**src/emavt_pkg.sv**
```systemverilog
// ----------------------------------------------------------------------------
// EMA velocity tracker package
// Shared widths and the request and response words of the serial units.
// ----------------------------------------------------------------------------
package emavt_pkg;

  localparam int unsigned McandW = 64;
  localparam int unsigned MplierW = 33;
  localparam int unsigned ProdW = McandW + MplierW;
  localparam int unsigned MulCntW = 6;

  localparam int unsigned DividendW = 96;
  localparam int unsigned DivisorW = 48;
  localparam int unsigned QuotW = 64;
  localparam int unsigned DivCntW = 7;

  // The multiplier operand is left-aligned: its top nbits bits are used.
  typedef struct packed {
    logic                start;
    logic [McandW-1:0]   mcand;
    logic [MplierW-1:0]  mplier;
    logic [MulCntW-1:0]  nbits;
  } mul_req_t;

  typedef struct packed {
    logic              done;
    logic [ProdW-1:0]  prod;
  } mul_rsp_t;

  // The dividend is left-aligned: its top nbits bits are used.
  typedef struct packed {
    logic                  start;
    logic [DividendW-1:0]  dividend;
    logic [DivisorW-1:0]   divisor;
    logic [DivCntW-1:0]    nbits;
  } div_req_t;

  typedef struct packed {
    logic              done;
    logic [QuotW-1:0]  quot;
  } div_rsp_t;

endpackage

```
**src/emavt_div.sv**
```systemverilog
// ----------------------------------------------------------------------------
// Serial divider
// Restoring divider, one quotient bit per cycle.
// ----------------------------------------------------------------------------
module emavt_div (
  input  logic                clk_i,
  input  logic                rst_ni,
  input  emavt_pkg::div_req_t req_i,
  output emavt_pkg::div_rsp_t rsp_o
);

  logic [emavt_pkg::DividendW-1:0] dq_q;
  logic [emavt_pkg::DivisorW-1:0]  dv_q;
  logic [emavt_pkg::DivisorW-1:0]  rem_q;
  logic [emavt_pkg::QuotW-1:0]     quot_q;
  logic [emavt_pkg::DivCntW-1:0]   cnt_q;
  logic                            busy_q;
  logic                            done_q;
  logic [emavt_pkg::DivisorW:0]    trial;
  logic                            fits;

  assign trial = {rem_q, dq_q[emavt_pkg::DividendW-1]};
  assign fits  = trial >= {1'b0, dv_q};

  always_ff @(posedge clk_i or negedge rst_ni) begin
    if (!rst_ni) begin
      dq_q   <= '0;
      dv_q   <= '0;
      rem_q  <= '0;
      quot_q <= '0;
      cnt_q  <= '0;
      busy_q <= 1'b0;
      done_q <= 1'b0;
    end else begin
      done_q <= 1'b0;
      if (req_i.start) begin
        dq_q   <= req_i.dividend;
        dv_q   <= req_i.divisor;
        rem_q  <= '0;
        quot_q <= '0;
        cnt_q  <= req_i.nbits;
        busy_q <= 1'b1;
      end else if (busy_q) begin
        dq_q   <= {dq_q[emavt_pkg::DividendW-2:0], 1'b0};
        // The remainder stays below the divisor, so the top bit drops.
        rem_q  <= fits ? emavt_pkg::DivisorW'(trial - {1'b0, dv_q})
                       : trial[emavt_pkg::DivisorW-1:0];
        quot_q <= {quot_q[emavt_pkg::QuotW-2:0], fits};
        cnt_q  <= cnt_q - 1'b1;
        if (cnt_q == emavt_pkg::DivCntW'(1)) begin
          busy_q <= 1'b0;
          done_q <= 1'b1;
        end
      end
    end
  end

  assign rsp_o.done = done_q;
  assign rsp_o.quot = quot_q;

endmodule

```
**config.mk**
```make
export PLATFORM = sky130hd
export DESIGN_NAME = emavt_div
export DESIGN_NICKNAME = d
export VERILOG_FILES = /design/src/emavt_pkg.sv /design/src/emavt_div.sv
export SDC_FILE = /design/constraint.sdc
export NUM_CORES = 1
export LEC_CHECK = 0
export ABC_CLOCK_PERIOD_IN_PS = 2900
export BUFFER_PORTS_ARGS = -buffer_cell sky130_fd_sc_hd__buf_2
export CORE_ASPECT_RATIO = 0.5
export CORE_UTILIZATION = 45
export CTS_BUF_LIST = sky130_fd_sc_hd__clkbuf_8 sky130_fd_sc_hd__clkbuf_16
export DETAILED_ROUTE_END_ITERATION = 10
export GPL_ROUTABILITY_DRIVEN = 0
export PLACE_DENSITY_LB_ADDON = 0.1
export SLEW_MARGIN = 30
export SYNTH_ARGS = -nofsm -noshare
export SYNTH_HDL_FRONTEND = slang
export SYNTH_SLANG_ARGS = --single-unit
export TNS_END_PERCENT = 50
```
**constraint.sdc**
```tcl
create_clock -name clk_i -period 2.9 [get_ports clk_i]
set_input_delay 0.87 -clock clk_i [delete_from_list [all_inputs] [get_ports clk_i]]
set_output_delay 0.87 -clock clk_i [all_outputs]
set_load 0.01 [all_outputs]
```
# ---- After elaboration in Yosys (flattened, before gate mapping)
# Cells that the tools add are included.
dict set report op_classes {
  addsub 2
  order_cmp 1
  reduce_logical 1
  eq_ne 1
  mux 15
}
# operator n
set op_table {}
lappend op_table {{two-way mux 96 bit} 2}
lappend op_table {{two-way mux 48 bit} 3}
lappend op_table {{two-way mux 64 bit} 2}
lappend op_table {{greater-or-equal comparator 49 x 48 -> 1 bit} 1}
lappend op_table {{subtractor 48 bit} 1}
lappend op_table {{two-way mux 7 bit} 2}
lappend op_table {{== test 7 x 1 -> 1 bit, second input constant} 1}
lappend op_table {{subtractor 7 x 1 -> 7 bit, second input constant} 1}
lappend op_table {{two-way mux 1 bit} 6}
lappend op_table {{nonzero test 2 bit} 1}
dict set report word_totals {
  register_bits 265
  output_inout_bits 65
}

# ---- Longest topological paths before layout
dict set report depth {
  depth_word 4
  mapped_depth 15
  mapped_depth_nobuf 13
}

# ---- Least setup slack after synthesis
# Ideal clock, no wire load.
dict set report synth_path {
  path_type {flip-flop to flip-flop}
  from {register dq_q[95] (netlist bit)}
  to {register rem_q[36] (netlist bit)}
  setup_ns 0.103
  path_slack_ns 0.030
  t_arrival_ns 2.766
  stages_incl_launch_ff 14
  path_cell_list {dfrtp_1 inv_1 ha_1 fa_1 nor2b_1 o2111ai_1 a311oi_1 o31a_1 or3_1 a31oi_1 o21ai_0 mux2i_1 nor2_1 o41ai_2}
}
dict set report synth_via {
  elab_chain_cells 4
  word_cells_on_any_way 5
  classes_between {add/sub: 1; order compare: 1; mux: 3}
}
# element line
set synth_rtl {}
lappend synth_rtl {{start, declared} emavt_div.sv:12} ;# logic [emavt_pkg::DividendW-1:0] dq_q;
lappend synth_rtl {{start signal, assigned} emavt_div.sv:37} ;# dq_q <= req_i.dividend;
lappend synth_rtl {{start signal, assigned} emavt_div.sv:44} ;# dq_q <= {dq_q[emavt_pkg::DividendW-2:0], 1'b0};
lappend synth_rtl {{subtractor 48 bit or greater-or-equal comparator 49 x 48 -> 1 bit (tied branches)} {emavt_div.sv:46, emavt_div.sv:23}}
lappend synth_rtl {{two-way mux 48 bit (*)} emavt_div.sv:46} ;# rem_q <= fits ? emavt_pkg::DivisorW'(trial - {1'b0, dv_q})
lappend synth_rtl {{two-way mux 48 bit (*)} emavt_div.sv:43} ;# end else if (busy_q) begin
lappend synth_rtl {{two-way mux 48 bit (*)} emavt_div.sv:36} ;# if (req_i.start) begin
lappend synth_rtl {{end signal, assigned} emavt_div.sv:46}
lappend synth_rtl {{end, declared} emavt_div.sv:14} ;# logic [emavt_pkg::DivisorW-1:0] rem_q;
# Every way passes the cells marked *; elsewhere a longest branch is shown, timed or not. The select of a mux whose other input is x is not followed.
# A chain may end at the register's enable or synchronous reset.

# ---- Worst setup path after layout
dict set report layout_path {
  from {register rem_q[20] (netlist bit)}
  to {register rem_q[0] (netlist bit)}
}
dict set report layout_via {
  elab_chain_cells 4
}
# element line
set layout_rtl {}
lappend layout_rtl {{greater-or-equal comparator 49 x 48 -> 1 bit} emavt_div.sv:23} ;# assign fits = trial >= {1'b0, dv_q};
lappend layout_rtl {{two-way mux 48 bit} emavt_div.sv:46}
lappend layout_rtl {{two-way mux 48 bit} emavt_div.sv:43}
lappend layout_rtl {{two-way mux 48 bit} emavt_div.sv:36}
# No other way between the ends. The select of a mux whose other input is x is not followed.

==> summary.txt <==
Logic synthesis
  • Post-synthesis area per instance: 9.21 um^2
  • Synth area leaders: dfrtp_1 46%, mux2i_1 11%, nand2_1 7.1%, o21ai_0 6.1%, ha_1 4.3%
  • Top FF cell, synth: dfrtp_1
  • Largest area contributor in the netlist: dfrtp_1
  • Yosys warns: 0
  • Register area share after synthesis: 45.6%
  • EDFF count, synth: 0
  • Syn nets: approximately 1,800
  • Cell Area, Synth: roughly 15,000 um^2
  • Share of the synthesized area in the top cell type: between 40% and 50%
  • Async SR Flop Fraction: 100%
  • Synth Instances: around 1,600
  • Seq cells post-synth: 265
  • Distinct cells, synth: 64

Pwr
  • Pwr dens: 884 nW/um^2
  • Leakage: 0.0101 uW
  • Total power: 16,700 uW
  • Max rail drop VDD: 0.000526 V

Routing
  • DRC violations left: 0
  • Wire length per cell: between 15 and 20 um
  • Drt first-iter violations: 923
  • Routed WL: 38.8 mm
  • Vias per std cell: 5.34
  • ANT nets after route: 0
  • DR vias: 12,500
  • DR pass1 iterations: 5

Worst setup path
  • CP Launch Type: register
  • Worst Path Arrival: 3480 ps
  • Worst Path Max Fanout: 5
  • CP Data Required Time: between 3000 and 4000 ps
  • Crit end category: register
  • Kind of critical path: reg2reg
  • CP Depth: 13
  • Slowest stage delay, CP: approximately 460 ps
  • Buf/Inv on CP: 2
  • Critical-path cell list: ha_4 -> and2_1 -> nand3_2 -> or4_4 -> a21oi_4 -> o21ai_4 -> a211oi_4 -> o21a_1 -> nor2_4 -> buf_12 -> buf_6 -> a21oi_2 -> a211oi_1
  • Slowest cell on crit path: or4_4
  • Worst Reg-to-Reg Cells: 13
  • Largest delay contributor family on the critical path: compound AO/OA/AOI/OAI gates

STA
  • Worst-margin pin slew: 650 ps
  • Final-report hold violation count: 0
  • RSZ-0062 raised after global routing: true
  • Final worst slack: -161 ps
  • Minimum clock period: 3060 ps
  • Slew Viols, Final: 0
  • Max Fclk: 0.327 GHz
  • Rel. slew slack: 56.7%
  • Worst clock skew: 13.7 ps
  • Final Setup Violations: 47
  • Final period util: 106%
  • Hold slack: 242 ps

Clocking
  • Inserted Clock Buffers: 26
  • Clk slew on worst S/H paths: 70 ps
  • Hold_buf cts: 0
  • H-tree depth: 1
  • CTS sink cnt: 265
  • CTS tree: built
  • Longest Clk Path Bufs: 3
  • Clock latency on the worst-skew pair: 560 ps
  • Clk root buf: clkbuf_16

Placement
  • Dpl hpwl: around 26 mm
  • Post-Place Cells: 2,253
  • Port-buffer cells: ~220
  • Cell Area, Placed: 16,900 um^2

Global routing
  • Antenna violations before repair: 4
  • Vias in the first global route: ~12,000
  • Largest net degree at the start of global routing: 97
  • Gr usage total: 22.4%
  • Grt ovf: 0
  • Global-route wire length before repair: 61.5 mm

Layout
  • Layout cells sized above 1: 29.7%
  • Layout Cells excl Fill: 2,338
  • Final #Nets: 2,086
  • Post-route cell area: about 19,000 um^2
  • Layout fillers: 2,782
  • Commonest non-fill, non-tap cell in the layout: dfrtp_1
  • P&R area growth vs syn: 30.2%
  • Most frequent cells in the layout: 264 x dfrtp_1, 254 x nand2_1, 216 x buf_2

Run status
  • Failing checks: setup timing
  • Run status: finished, violations left

Floorplanning
  • Die Wd: 256 um
  • Die area: 33,100 um^2
  • Initial Utilization: between 40 and 50%
  • FP Rows: 46
  • Die height: 129 um
  • Core Area: around 32,000 um^2
  • Top Ports: ~220

Run
  • Max-cap violations: 0

Min path
  • Hold crit path type: in2async
==> kinds of logic after synthesis <==
| family | share of synthesized area, % |
|---|---|
| simple gates | 14.4 |
| compound gates | 16.8 |
| flops | 45.6 |
| buf+inv | 4.64 |
| mux | 11.3 |
| fa+ha+maj | 4.44 |
| xor+xnor | 2.83 |
==> worst paths after layout <==
check	startpoint	to	slack [ps]
hold reg to reg	quot_q[63]$_DFFE_PN0P_	quot_q[63]$_DFFE_PN0P_	530
min in group clk_i	req_i[47]	dv_q[40]$_DFFE_PN0P_	520
max in group asynchronous	rst_ni	dq_q[12]$_DFFE_PN0P_	1920
setup / recovery	rem_q[20]$_DFFE_PN0P_	rem_q[0]$_DFFE_PN0P_	-160
setup reg to reg	rem_q[20]$_DFFE_PN0P_	rem_q[0]$_DFFE_PN0P_	-160
hold / removal	rst_ni	dv_q[20]$_DFFE_PN0P_	240
==> cell type report <==
class                      instances  area, um^2  share of cell area, %
tap                              432         541                   2.86
inverter                          62         233                   1.23
multi-input combinational       1149        8020                   42.4
clock buffer                      28         678                   3.58
sequential                       265        6640                   35.1
clock inverter                    20         203                   1.07
antenna                            5        12.5                 0.0661
timing repair buffer             377        2600                   13.7
==> synthesized netlist by cell type, drive strengths merged, types with 28 or more instances <==
| cell type | instances |
|---|---|
| nand2 | 280 |
| dfrtp | 265 |
| o21ai | 182 |
| mux2i | 162 |
| nor2 | 146 |
| clkbuf | 79 |
| inv | 62 |
| a21oi | 61 |
| ha | 50 |
| a311oi | 37 |
| a21o | 29 |
| xnor2 | 28 |
==> timing repair <==
action                                  in CTS  in global routing
endpoints found under the setup margin      48                 49
gates resized for setup                     54                110
pin swaps                                   37                 72
setup buffers                               15                 16
cloned                                       2                  4
==> registers in the layout (all words and copies together) (netlist names) <==
name and count:
rem_q 48, quot_q 64, done_q 1, dq_q 96, dv_q 48, busy_q 1, cnt_q 7
==> worst register-to-register path: stages (launching register included) <==
cell	delay, ps
dfrtp_1	430
ha_4	300
and2_1	180
nand3_2	110
or4_4	460
a21oi_4	180
o21ai_4	100
a211oi_4	330
o21a_1	230
nor2_4	80
buf_12	150
buf_6	140
a21oi_2	160
a211oi_1	80
==> through the flow <==
step	TNS, ps	util [%]	setup slack (ps)
3_3_place_gp	-4200	53.2	-340
6_report	-3850	59.7	-161
5_1_grt	-7790	59.7	-233
2_1_floorplan	0	-	30.1
3_5_place_dp	-7690	53.2	-351
4_1_cts	-974	57.3	-77.3
==> where the power goes <==
group	total [uW]	internal [uW]	leakage (uW)	switching (uW)
clock	3510	1970	0.000438	1540
sequential	4590	4200	0.00339	395
combinational	8620	4150	0.00628	4480
total	16700	10300	0.0101	6420
==> per-layer routing <==
metal | vias up | routed length, um | track usage [%]
met5 | - | 0 | 0
met4 | 0 | 777 | 5.67
met3 | 50 | 1420 | 3.72
met2 | 265 | 18900 | 37.8
met1 | 6096 | 17700 | 30.2
li1 | 6069 | - | -
Note: power is estimated with default switching activity, not from simulation.
