### src/emavt_pkg.sv
// ----------------------------------------------------------------------------
// EMA velocity tracker package
// Shared widths and the request and response words of the serial units.
// ----------------------------------------------------------------------------
package emavt_pkg;

  localparam int unsigned McandW = 64;
  localparam int unsigned MplierW = 33;
  localparam int unsigned ProdW = McandW + MplierW;
  localparam int unsigned MulCntW = 6;

  localparam int unsigned DividendW = 96;
  localparam int unsigned DivisorW = 48;
  localparam int unsigned QuotW = 64;
  localparam int unsigned DivCntW = 7;

  // The multiplier operand is left-aligned: its top nbits bits are used.
  typedef struct packed {
    logic                start;
    logic [McandW-1:0]   mcand;
    logic [MplierW-1:0]  mplier;
    logic [MulCntW-1:0]  nbits;
  } mul_req_t;

  typedef struct packed {
    logic              done;
    logic [ProdW-1:0]  prod;
  } mul_rsp_t;

  // The dividend is left-aligned: its top nbits bits are used.
  typedef struct packed {
    logic                  start;
    logic [DividendW-1:0]  dividend;
    logic [DivisorW-1:0]   divisor;
    logic [DivCntW-1:0]    nbits;
  } div_req_t;

  typedef struct packed {
    logic              done;
    logic [QuotW-1:0]  quot;
  } div_rsp_t;

endpackage

### src/emavt_mul.sv
// ----------------------------------------------------------------------------
// Serial multiplier
// Shift-and-add multiplier, one multiplier bit per cycle, most significant
// bit first.
// ----------------------------------------------------------------------------
module emavt_mul (
  input  logic                clk_i,
  input  logic                rst_ni,
  input  emavt_pkg::mul_req_t req_i,
  output emavt_pkg::mul_rsp_t rsp_o
);

  logic [emavt_pkg::ProdW-1:0]   acc_q, acc_d;
  logic [emavt_pkg::McandW-1:0]  mc_q;
  logic [emavt_pkg::MplierW-1:0] mr_q;
  logic [emavt_pkg::MulCntW-1:0] cnt_q;
  logic                          busy_q;
  logic                          done_q;

  always_comb begin
    acc_d = {acc_q[emavt_pkg::ProdW-2:0], 1'b0};
    if (mr_q[emavt_pkg::MplierW-1]) begin
      acc_d = acc_d + {{(emavt_pkg::ProdW-emavt_pkg::McandW){1'b0}}, mc_q};
    end
  end

  always_ff @(posedge clk_i or negedge rst_ni) begin
    if (!rst_ni) begin
      acc_q  <= '0;
      mc_q   <= '0;
      mr_q   <= '0;
      cnt_q  <= '0;
      busy_q <= 1'b0;
      done_q <= 1'b0;
    end else begin
      done_q <= 1'b0;
      if (req_i.start) begin
        acc_q  <= '0;
        mc_q   <= req_i.mcand;
        mr_q   <= req_i.mplier;
        cnt_q  <= req_i.nbits;
        busy_q <= 1'b1;
      end else if (busy_q) begin
        acc_q <= acc_d;
        mr_q  <= {mr_q[emavt_pkg::MplierW-2:0], 1'b0};
        cnt_q <= cnt_q - 1'b1;
        if (cnt_q == emavt_pkg::MulCntW'(1)) begin
          busy_q <= 1'b0;
          done_q <= 1'b1;
        end
      end
    end
  end

  assign rsp_o.done = done_q;
  assign rsp_o.prod = acc_q;

endmodule

### config.mk
export PLATFORM = sky130hd
export DESIGN_NAME = emavt_mul
export DESIGN_NICKNAME = d
export VERILOG_FILES = /design/src/emavt_pkg.sv /design/src/emavt_mul.sv
export SDC_FILE = /design/constraint.sdc
export NUM_CORES = 1
export LEC_CHECK = 0
export ABC_AREA = 0
export BUFFER_PORTS_ARGS = -buffer_cell sky130_fd_sc_hd__buf_2
export CORE_ASPECT_RATIO = 0.5
export CORE_MARGIN = 2
export CORE_UTILIZATION = 58
export CTS_CLUSTER_DIAMETER = 40
export DETAILED_ROUTE_END_ITERATION = 10
export PLACE_DENSITY = 0.81
export SLEW_MARGIN = 20
export SYNTH_ARGS = -nofsm -noshare
export SYNTH_HDL_FRONTEND = slang
export SYNTH_SLANG_ARGS = --single-unit
### constraint.sdc
create_clock -name clk_i -period 5.1 [get_ports clk_i]
set_input_delay 0 -clock clk_i [delete_from_list [all_inputs] [get_ports clk_i]]
set_output_delay 0 -clock clk_i [all_outputs]
set_load 0.005 [all_outputs]
* Yosys cells after proc, flatten, opt, wreduce, memory -nomap -nowiden
Index checks and enable logic that the tools add are counted.
** Storage, ports and cells
- Word-level logic and storage cells :: 23
- Register bits :: 202
- Bits of input ports :: 106
- Output and inout port bits :: 98
** Operators by class
- Eq/ne operators :: 1
- Multiplexer cells :: 13
- Reductions and logical operators :: 1
- $add $sub $neg :: 2
** Operators by type and width (number)
- $mux W97 :: 3
- $add A97 B64 Y97 :: 1
- $mux W33 :: 2
- $mux W6 :: 2
- $eq A6 B1 Y1 const B :: 1
- $mux W1 :: 6
- $sub A6 B1 Y6 const B :: 1
- $reduce_bool A2 Y1 :: 1

* Longest topological paths before layout
Gate-level depths: netlist of the first run.
- Depth in word-level cells :: 4
- Mapped depth :: 15
- Mapped depth without buffers :: 14

* Least setup slack after synthesis of the first run
No wires, ideal clock.
- Kind :: reg-to-reg
- From :: reg acc_q[0] (netlist name)
- To :: reg acc_q[77] (netlist name)
- Data required time :: 5.006 ns
- Data arrival time :: 3.331 ns
- Stages on the path, launching flop included :: 16
- Setup slack :: 1.675 ns
- Setup time :: 0.094 ns
- Cell sequence :: dfrtp_1 -> ha_1 -> inv_1 -> fa_1 -> nand2b_1 -> a21oi_1 -> o31a_1 -> o21ai_0 -> a21oi_1 -> a31oi_1 -> o311a_1 -> nor4bb_1 -> clkbuf_1 -> o2111ai_1 -> xor2_1 -> a211oi_1
** On the way
- Word-level cells in the longest chain between the ends :: 4
** Ends and longest elaborated chain
- from (decl) :: line emavt_mul.sv:13 : logic [emavt_pkg::ProdW-1:0] acc_q, acc_d;
- from (signal assigned) :: line emavt_mul.sv:29 : acc_q <= '0;
- from (signal assigned) :: line emavt_mul.sv:38 : acc_q <= '0;
- from (signal assigned) :: line emavt_mul.sv:44 : acc_q <= acc_d;
- $add A97 B64 Y97 :: line emavt_mul.sv:23 : acc_d = acc_d + {{(emavt_pkg::ProdW-emavt_pkg::McandW){1'b0}}, mc_q};
- $mux W97 :: line emavt_mul.sv:22 : if (mr_q[emavt_pkg::MplierW-1]) begin
- $mux W97 :: line emavt_mul.sv:43 : end else if (busy_q) begin
- $mux W97 :: line emavt_mul.sv:37 : if (req_i.start) begin
Every way passes these cells. The select of a mux whose other input is x is not followed.
A chain may end at the register's enable or synchronous reset.

* Worst setup path in the final report of the first run
- From :: reg acc_q[0] (netlist name)
- To :: reg acc_q[95] (netlist name)
The elaborated chain is that of the path after synthesis.

==> flow_metrics.env, run 1 <==
export IMPL_status="finished, final reports clean"
export IMPL_start_util=0.600
export IMPL_final_common_cell="buf_2"
export IMPL_fp_dieArea_mm2=0.0241
export IMPL_grt_ovfl_total=0
export IMPL_drc_errors=0
export IMPL_io_pins=204
export IMPL_drv_cap=0
export IMPL_end_kind="flip-flop"
export IMPL_slew_headroom=0.296
export IMPL_period_share=0.834
export IMPL_crit_chain="ha_1 -> inv_1 -> fa_1 -> nand2b_1 -> a21oi_1 -> o21ai_0 -> a21oi_1 -> o21ai_0 -> o31ai_1 -> o211ai_1 -> nor2_1 -> and3b_1 -> xnor2_1 -> a211oi_1"
export IMPL_cts_resized=0
export IMPL_synthCells=1438
export IMPL_skew_ps=20.6
export IMPL_gp_congestion=0.916
export IMPL_ys_warn_count=0
export IMPL_drt_iter0_drc=1020
export IMPL_vias=11900
export IMPL_finalSetupViolCount=0
export IMPL_tns_ps=0
export IMPL_fmax_ghz=0.235
export IMPL_ys_seq_area_frac=0.383
export IMPL_dp_hpwl_um=24900
export IMPL_core_area_mm2=0.0220
export IMPL_vdd_drop_max_v=0.000312
export IMPL_grt_pass1_wl_um=61000
export IMPL_cts_tree="yes"
export IMPL_nNetsFinal=1857
export IMPL_syn2layout_area_growth_pct=22.5
export IMPL_cts_buffers=24
export IMPL_synth_xor_area_frac=0.0630
export IMPL_drt_total_wl_um=37500
export IMPL_rsz0062_at_grt="false"
export IMPL_maxSlewViolCount=0
export IMPL_clk_pin_slew_ps=60
export IMPL_cpPeakStageDelay_ps=640
export IMPL_syn_area_per_cell_um2=9.18
export IMPL_vias_per_cell=5.95
export IMPL_clock_sinks=202
export IMPL_clockRootBuffer="clkbuf_16"
export IMPL_synth_top_family_by_area="compound AO/OA/AOI/OAI gates"
export IMPL_gr_usage_all_layers=0.309
export IMPL_cp_start_kind="flip-flop"
export IMPL_syn_area_mm2=0.0132
export IMPL_grt_pass1_vias=11800
export IMPL_drive_above_1_share=0.192
export IMPL_num_rows=38
export IMPL_muxShareOfSynthArea=0.111
export IMPL_synth_compound_area_share=0.198
export IMPL_final_cell_mix="201 x buf_2, 200 x dfrtp_1, 150 x nor2_1"
export IMPL_fin_crit_ps=4260
export IMPL_power_uw=6190
export IMPL_synthArstFlopShare=1.00
export IMPL_tightest_slew_ps=1050
export IMPL_port_buffers=203
export IMPL_synthAdderAreaFrac=0.0631
export IMPL_holdPathStages=2
export IMPL_synth_fp_nets=1610
export IMPL_synth_edff_count=0
export IMPL_reg2reg_depth=14
export IMPL_die_x_um=217
export IMPL_cp_max_fo=7
export IMPL_synth_cell_types=70
export IMPL_grt_max_degree=140
export IMPL_power_density_mw_per_mm2=383
export IMPL_die_y_um=111
export IMPL_antenna_found_initial=1
export IMPL_critPathArrivalTime_ps=4680
export IMPL_post_drt_wl_per_cell_um=18.8
export IMPL_dr_pass1_iters=5
export IMPL_h_tree_depth=1
export IMPL_finalHoldViolCount=0
export IMPL_hold_path_class="input port to flip-flop"
export IMPL_synthFlopType="dfrtp_1"
export IMPL_path_depth=14
export IMPL_cp_data_required_time_ps=5520
export IMPL_drtAntennaViolNets=0
export IMPL_clkLatencyLatePin_ps=530
export IMPL_worst_path_dominant_cell_family="compound AO/OA/AOI/OAI gates"
export IMPL_clk_path_buf_depth=3
export IMPL_synth_simple_gate_area_frac=0.148
export IMPL_worstSetupPathType="flip-flop to flip-flop"
export IMPL_crit_buf_inv=1
export IMPL_slowest_stage="o31ai_1"
export IMPL_p_leak_uw=0.00792
export IMPL_ys_ff_latch=202
-- sequential cells by signal, indices dropped and copies added, names as in the netlist --
register,cells
mc_q,64
busy_q,1
done_q,1
cnt_q,6
acc_q,97
mr_q,33
-- routing by layer --
metal,wire (um),up-vias,global-route usage
met2,17900,370,0.513
met5,0,-,0
li1,-,5693,-
met3,1950,67,0.0461
met1,16800,5783,0.425
met4,824,0,0.0785
-- area by class of cell --
cell class	instances	area (um2)
Tap cell	300	375
Multi-Input combinational cell	1119	7690
Clock buffer	33	696
Inverter	25	93.8
Antenna cell	1	2.50
Timing Repair Buffer	313	2140
Clock inverter	8	105
Fill cell	1612	5840
Sequential cell	202	5060
-- worst register-to-register path, stage by stage (launching register included) --
cell      delay, ps
dfrtp_1         400
ha_1            210
inv_1            70
fa_1            390
nand2b_1        190
a21oi_1         270
o21ai_0         210
a21oi_1         170
o21ai_0         260
o31ai_1         640
o211ai_1        240
nor2_1          520
and3b_1         260
xnor2_1          70
a211oi_1        240
-- final timing paths --
kind | to | startpoint | slack [ps]
max | acc_q[95]$_DFFE_PN0P_ | acc_q[0]$_DFFE_PN0P_ | 840
min | acc_q[17]$_DFFE_PN0P_ | req_i[103] | 30
max reg2reg | acc_q[95]$_DFFE_PN0P_ | acc_q[0]$_DFFE_PN0P_ | 840
min reg2reg | mc_q[19]$_DFFE_PN0P_ | mc_q[19]$_DFFE_PN0P_ | 520
max in group asynchronous | mr_q[10]$_DFFE_PN0P_ | rst_ni | 3710
min in group asynchronous | acc_q[19]$_DFFE_PN0P_ | rst_ni | 60
-- kinds of logic (layout without fill, tap and decap cells) --
family / after synthesis / after routing
AO/OA/AOI/OAI: 400 / 400
XOR/XNOR: 95 / 95
adder cells (fa/ha/maj): 66 / 66
buffers and inverters: 117 / 379
flip-flops: 202 / 202
multiplexers: 138 / 138
other: 0 / 1
AND/OR/NAND/NOR: 420 / 420
-- repair_timing --
item / in CTS / in global routing
hold buffers: 104 / 0
buffers inserted: 0 / 0
hold endpoints to repair: 203 / 0
-- Yosys cell counts, drive strengths merged (7+ instances only) --
| cell | n | area [um2] |
|---|---|---|
| a21oi | 92 | 460 |
| a211oi | 83 | 628 |
| o21ai | 96 | 480 |
| mux2i | 73 | 731 |
| nor2 | 150 | 563 |
| a31oi | 20 | 140 |
| xor2 | 45 | 394 |
| inv | 25 | 93.8 |
| nand2b | 13 | 81.3 |
| o211ai | 7 | 52.6 |
| nor3b | 7 | 57.6 |
| nor2b | 9 | 56.3 |
| nor3 | 13 | 65.1 |
| and3 | 17 | 106 |
| buf | 13 | 58.8 |
| mux2 | 65 | 732 |
| o21bai | 13 | 97.6 |
| ha | 65 | 813 |
| clkbuf | 79 | 298 |
| a21o | 37 | 278 |
| xnor2 | 50 | 438 |
| nand2 | 125 | 472 |
| dfrtp | 202 | 5050 |
| and2 | 11 | 68.8 |
| nand4 | 26 | 163 |
| nand3 | 26 | 130 |
-- through the flow --
| stage | cell area [um2] | instances | util | hold slack, ps | worst slack (ps) |
|---|---|---|---|---|---|
| floorplan | 13200 | 1438 | - | -296 | 1670 |
| global placement | 14300 | 1855 | 0.651 | 123 | 1090 |
| detailed placement | 14300 | 1855 | 0.651 | 139 | 983 |
| CTS | 16200 | 2000 | 0.734 | 66.6 | 962 |
| global route | 16200 | 2001 | 0.735 | 93.0 | 684 |
| finish | 16200 | 2001 | 0.735 | 27.2 | 844 |
-- power by group --
group | switching, uW | internal (uW) | total [uW]
Combinational | 1330 | 1030 | 2360
Sequential | 266 | 1830 | 2090
Clock | 724 | 1020 | 1740
Total | 2320 | 3870 | 6190
No activity file was read; power rests on OpenSTA's default activity.
==> run 2: changes to the inputs <==
- clock period: 5.1 -> 4.1 ns (I/O delays scaled with it)
==> run 2 against run 1 <==
Against the previous run: clock power rose by 33%; count of clock-buffer cells in the layout fell by 6; worst hold slack improved by 44 ps; via count rose by 2.0%; cell count rose by 0.70%; worst setup slack got worse by 680 ps; register-to-register slack got worse by 680 ps; non-clock buffer count rose by 13; sequential power rose by 23%; sequential cell count did not move; critical path type unchanged; largest power group unchanged; highest routed layer unchanged.
==> flow_metrics.env, run 2 (synthesized netlist as in run 1, its figures left out) <==
export IMPL_status="finished, final reports clean"
export IMPL_skew_ps=21.0
export IMPL_critPathArrivalTime_ps=4380
export IMPL_drv_cap=0
export IMPL_drc_errors=0
export IMPL_top_usage_layer="met2"
export IMPL_syn2layout_area_growth_pct=23.7
export IMPL_p_leak_uw=0.00801
export IMPL_io_pins=204
export IMPL_use_met1=0.414
export IMPL_clock_sinks=202
export IMPL_place_ws_ps=218
export IMPL_min_from="req_i[103]"
export IMPL_crit_start="acc_q[0]$_DFFE_PN0P_"
export IMPL_dp_hpwl_um=25400
export IMPL_cp_data_required_time_ps=4550
export IMPL_grt_ovfl_total=0
export IMPL_tightest_slew_ps=1140
export IMPL_cts_tree="yes"
export IMPL_fp_dieArea_mm2=0.0241
export IMPL_die_y_um=111
export IMPL_power_density_mw_per_mm2=483
export IMPL_start_util=0.600
export IMPL_worstSetupPathType="flip-flop to flip-flop"
export IMPL_vias=12200
export IMPL_vias_per_cell=6.03
export IMPL_hold_path_class="input port to flip-flop"
export IMPL_maxSlewViolCount=0
export IMPL_drt_iter0_drc=1070
export IMPL_largest_register_ffs=97
export IMPL_cpPeakStageDelay_ps=470
export IMPL_clkLatencyLatePin_ps=550
export IMPL_cp_start_kind="flip-flop"
export IMPL_port_buffers=203
export IMPL_fin_crit_ps=3930
export IMPL_cp_max_fo=7
export IMPL_final_common_cell="buf_2"
export IMPL_crit_buf_inv=2
export IMPL_fmax_ghz=0.254
export IMPL_final_cell_mix="201 x buf_2, 200 x dfrtp_1, 150 x nor2_1"
export IMPL_final_core_util=0.742
export IMPL_worst_path_dominant_cell_family="compound AO/OA/AOI/OAI gates"
export IMPL_h_tree_depth=1
export IMPL_num_rows=38
export IMPL_grtUsageMet2=0.527
export IMPL_grt_util_met3=0.0527
export IMPL_slowest_stage="o311a_1"
export IMPL_timing_rr_start="acc_q[0]$_DFFE_PN0P_"
export IMPL_slew_headroom=0.242
export IMPL_antenna_diode_count=0
export IMPL_end_kind="flip-flop"
export IMPL_clk_pin_slew_ps=70
export IMPL_cts_buffers=24
export IMPL_gr_usage_all_layers=0.312
export IMPL_fin_ws_ps=165
export IMPL_die_x_um=217
export IMPL_stdcell_count=2015
export IMPL_grt_max_degree=132
export IMPL_dr_pass1_iters=6
export IMPL_finalHoldViolCount=0
export IMPL_dp_cells=1868
export IMPL_gp_congestion=0.900
export IMPL_post_drt_wl_per_cell_um=18.8
export IMPL_period_share=0.960
export IMPL_crit_chain="ha_1 -> inv_1 -> fa_1 -> nand2b_1 -> a21oi_2 -> o31a_1 -> o21ai_0 -> a21oi_1 -> a31oi_1 -> o311a_1 -> nor4bb_1 -> buf_4 -> o2111ai_1 -> xor2_1 -> a211oi_1"
export IMPL_core_area_mm2=0.0220
export IMPL_nNetsFinal=1870
export IMPL_clk_path_buf_depth=3
export IMPL_antenna_found_initial=0
export IMPL_drtAntennaViolNets=0
export IMPL_power_uw=7890
export IMPL_vdd_drop_max_v=0.000394
export IMPL_grt_pass1_wl_um=61800
export IMPL_finalSetupViolCount=0
export IMPL_clockRootBuffer="clkbuf_16"
export IMPL_regMostFlops="acc_q"
export IMPL_largestRegisters="acc_q: 97 flops, mc_q: 64 flops, mr_q: 33 flops"
export IMPL_grt_pass1_vias=12300
export IMPL_drt_total_wl_um=37800
export IMPL_drive_above_1_share=0.202
==> run 2: worst paths after layout <==
| check | end | slack [ps] | depth (start not counted) |
|---|---|---|---|
| max | acc_q[89]$_DFFE_PN0P_ | 170 | 15 |
| min | cnt_q[1]$_DFFE_PN0P_ | 70 | 3 |
| max reg2reg | acc_q[89]$_DFFE_PN0P_ | 170 | 15 |
| min reg2reg | mc_q[48]$_DFFE_PN0P_ | 510 | 1 |
| max in group asynchronous | mr_q[8]$_DFFE_PN0P_ | 2960 | 3 |
| min in group asynchronous | mc_q[19]$_DFFE_PN0P_ | 110 | 2 |
==> run 2: metal layers <==
layer	part of all wire	up-vias
li1	-	5734
met1	0.44	5912
met2	0.48	423
met3	0.057	86
met4	0.026	0
met5	0	-
==> run 2: stage by stage <==
stage	hold slack (ps)	setup TNS (ps)	cell area, um2
floorplan	-296	0	13200
global placement	162	0	14400
detailed placement	170	0	14400
CTS	28.8	0	16300
global route	113	-8.51	16300
finish	71.6	0	16300
==> run 2: final cells by class <==
class                      instances  area [um2]
multi-input combinational       1119        7700
fill                            1598        5680
inverter                          25        93.8
clock inverter                    16         221
tap                              300         375
sequential                       202        5060
clock buffer                      27         642
timing repair buffer             326        2240
==> run 2: worst min-delay path, stage by stage <==
cell and delay [ps]:
buf_6 280, nand2_1 140, o21ai_0 70
==> run 2: repair_timing <==
| action | in CTS | in global routing |
|---|---|---|
| hold endpoints to repair | 213 | 0 |
| endpoints found under the setup margin | 0 | 6 |
| resized for setup | 0 | 1 |
| hold buffers | 104 | 0 |
| setup buffers | 0 | 0 |
==> run 2: power breakdown <==
part	switching [uW]	internal (uW)	total [uW]	leakage [uW]
registers	303	2270	2580	0.00255
clock network	968	1350	2320	0.000418
logic	1700	1290	3000	0.00503
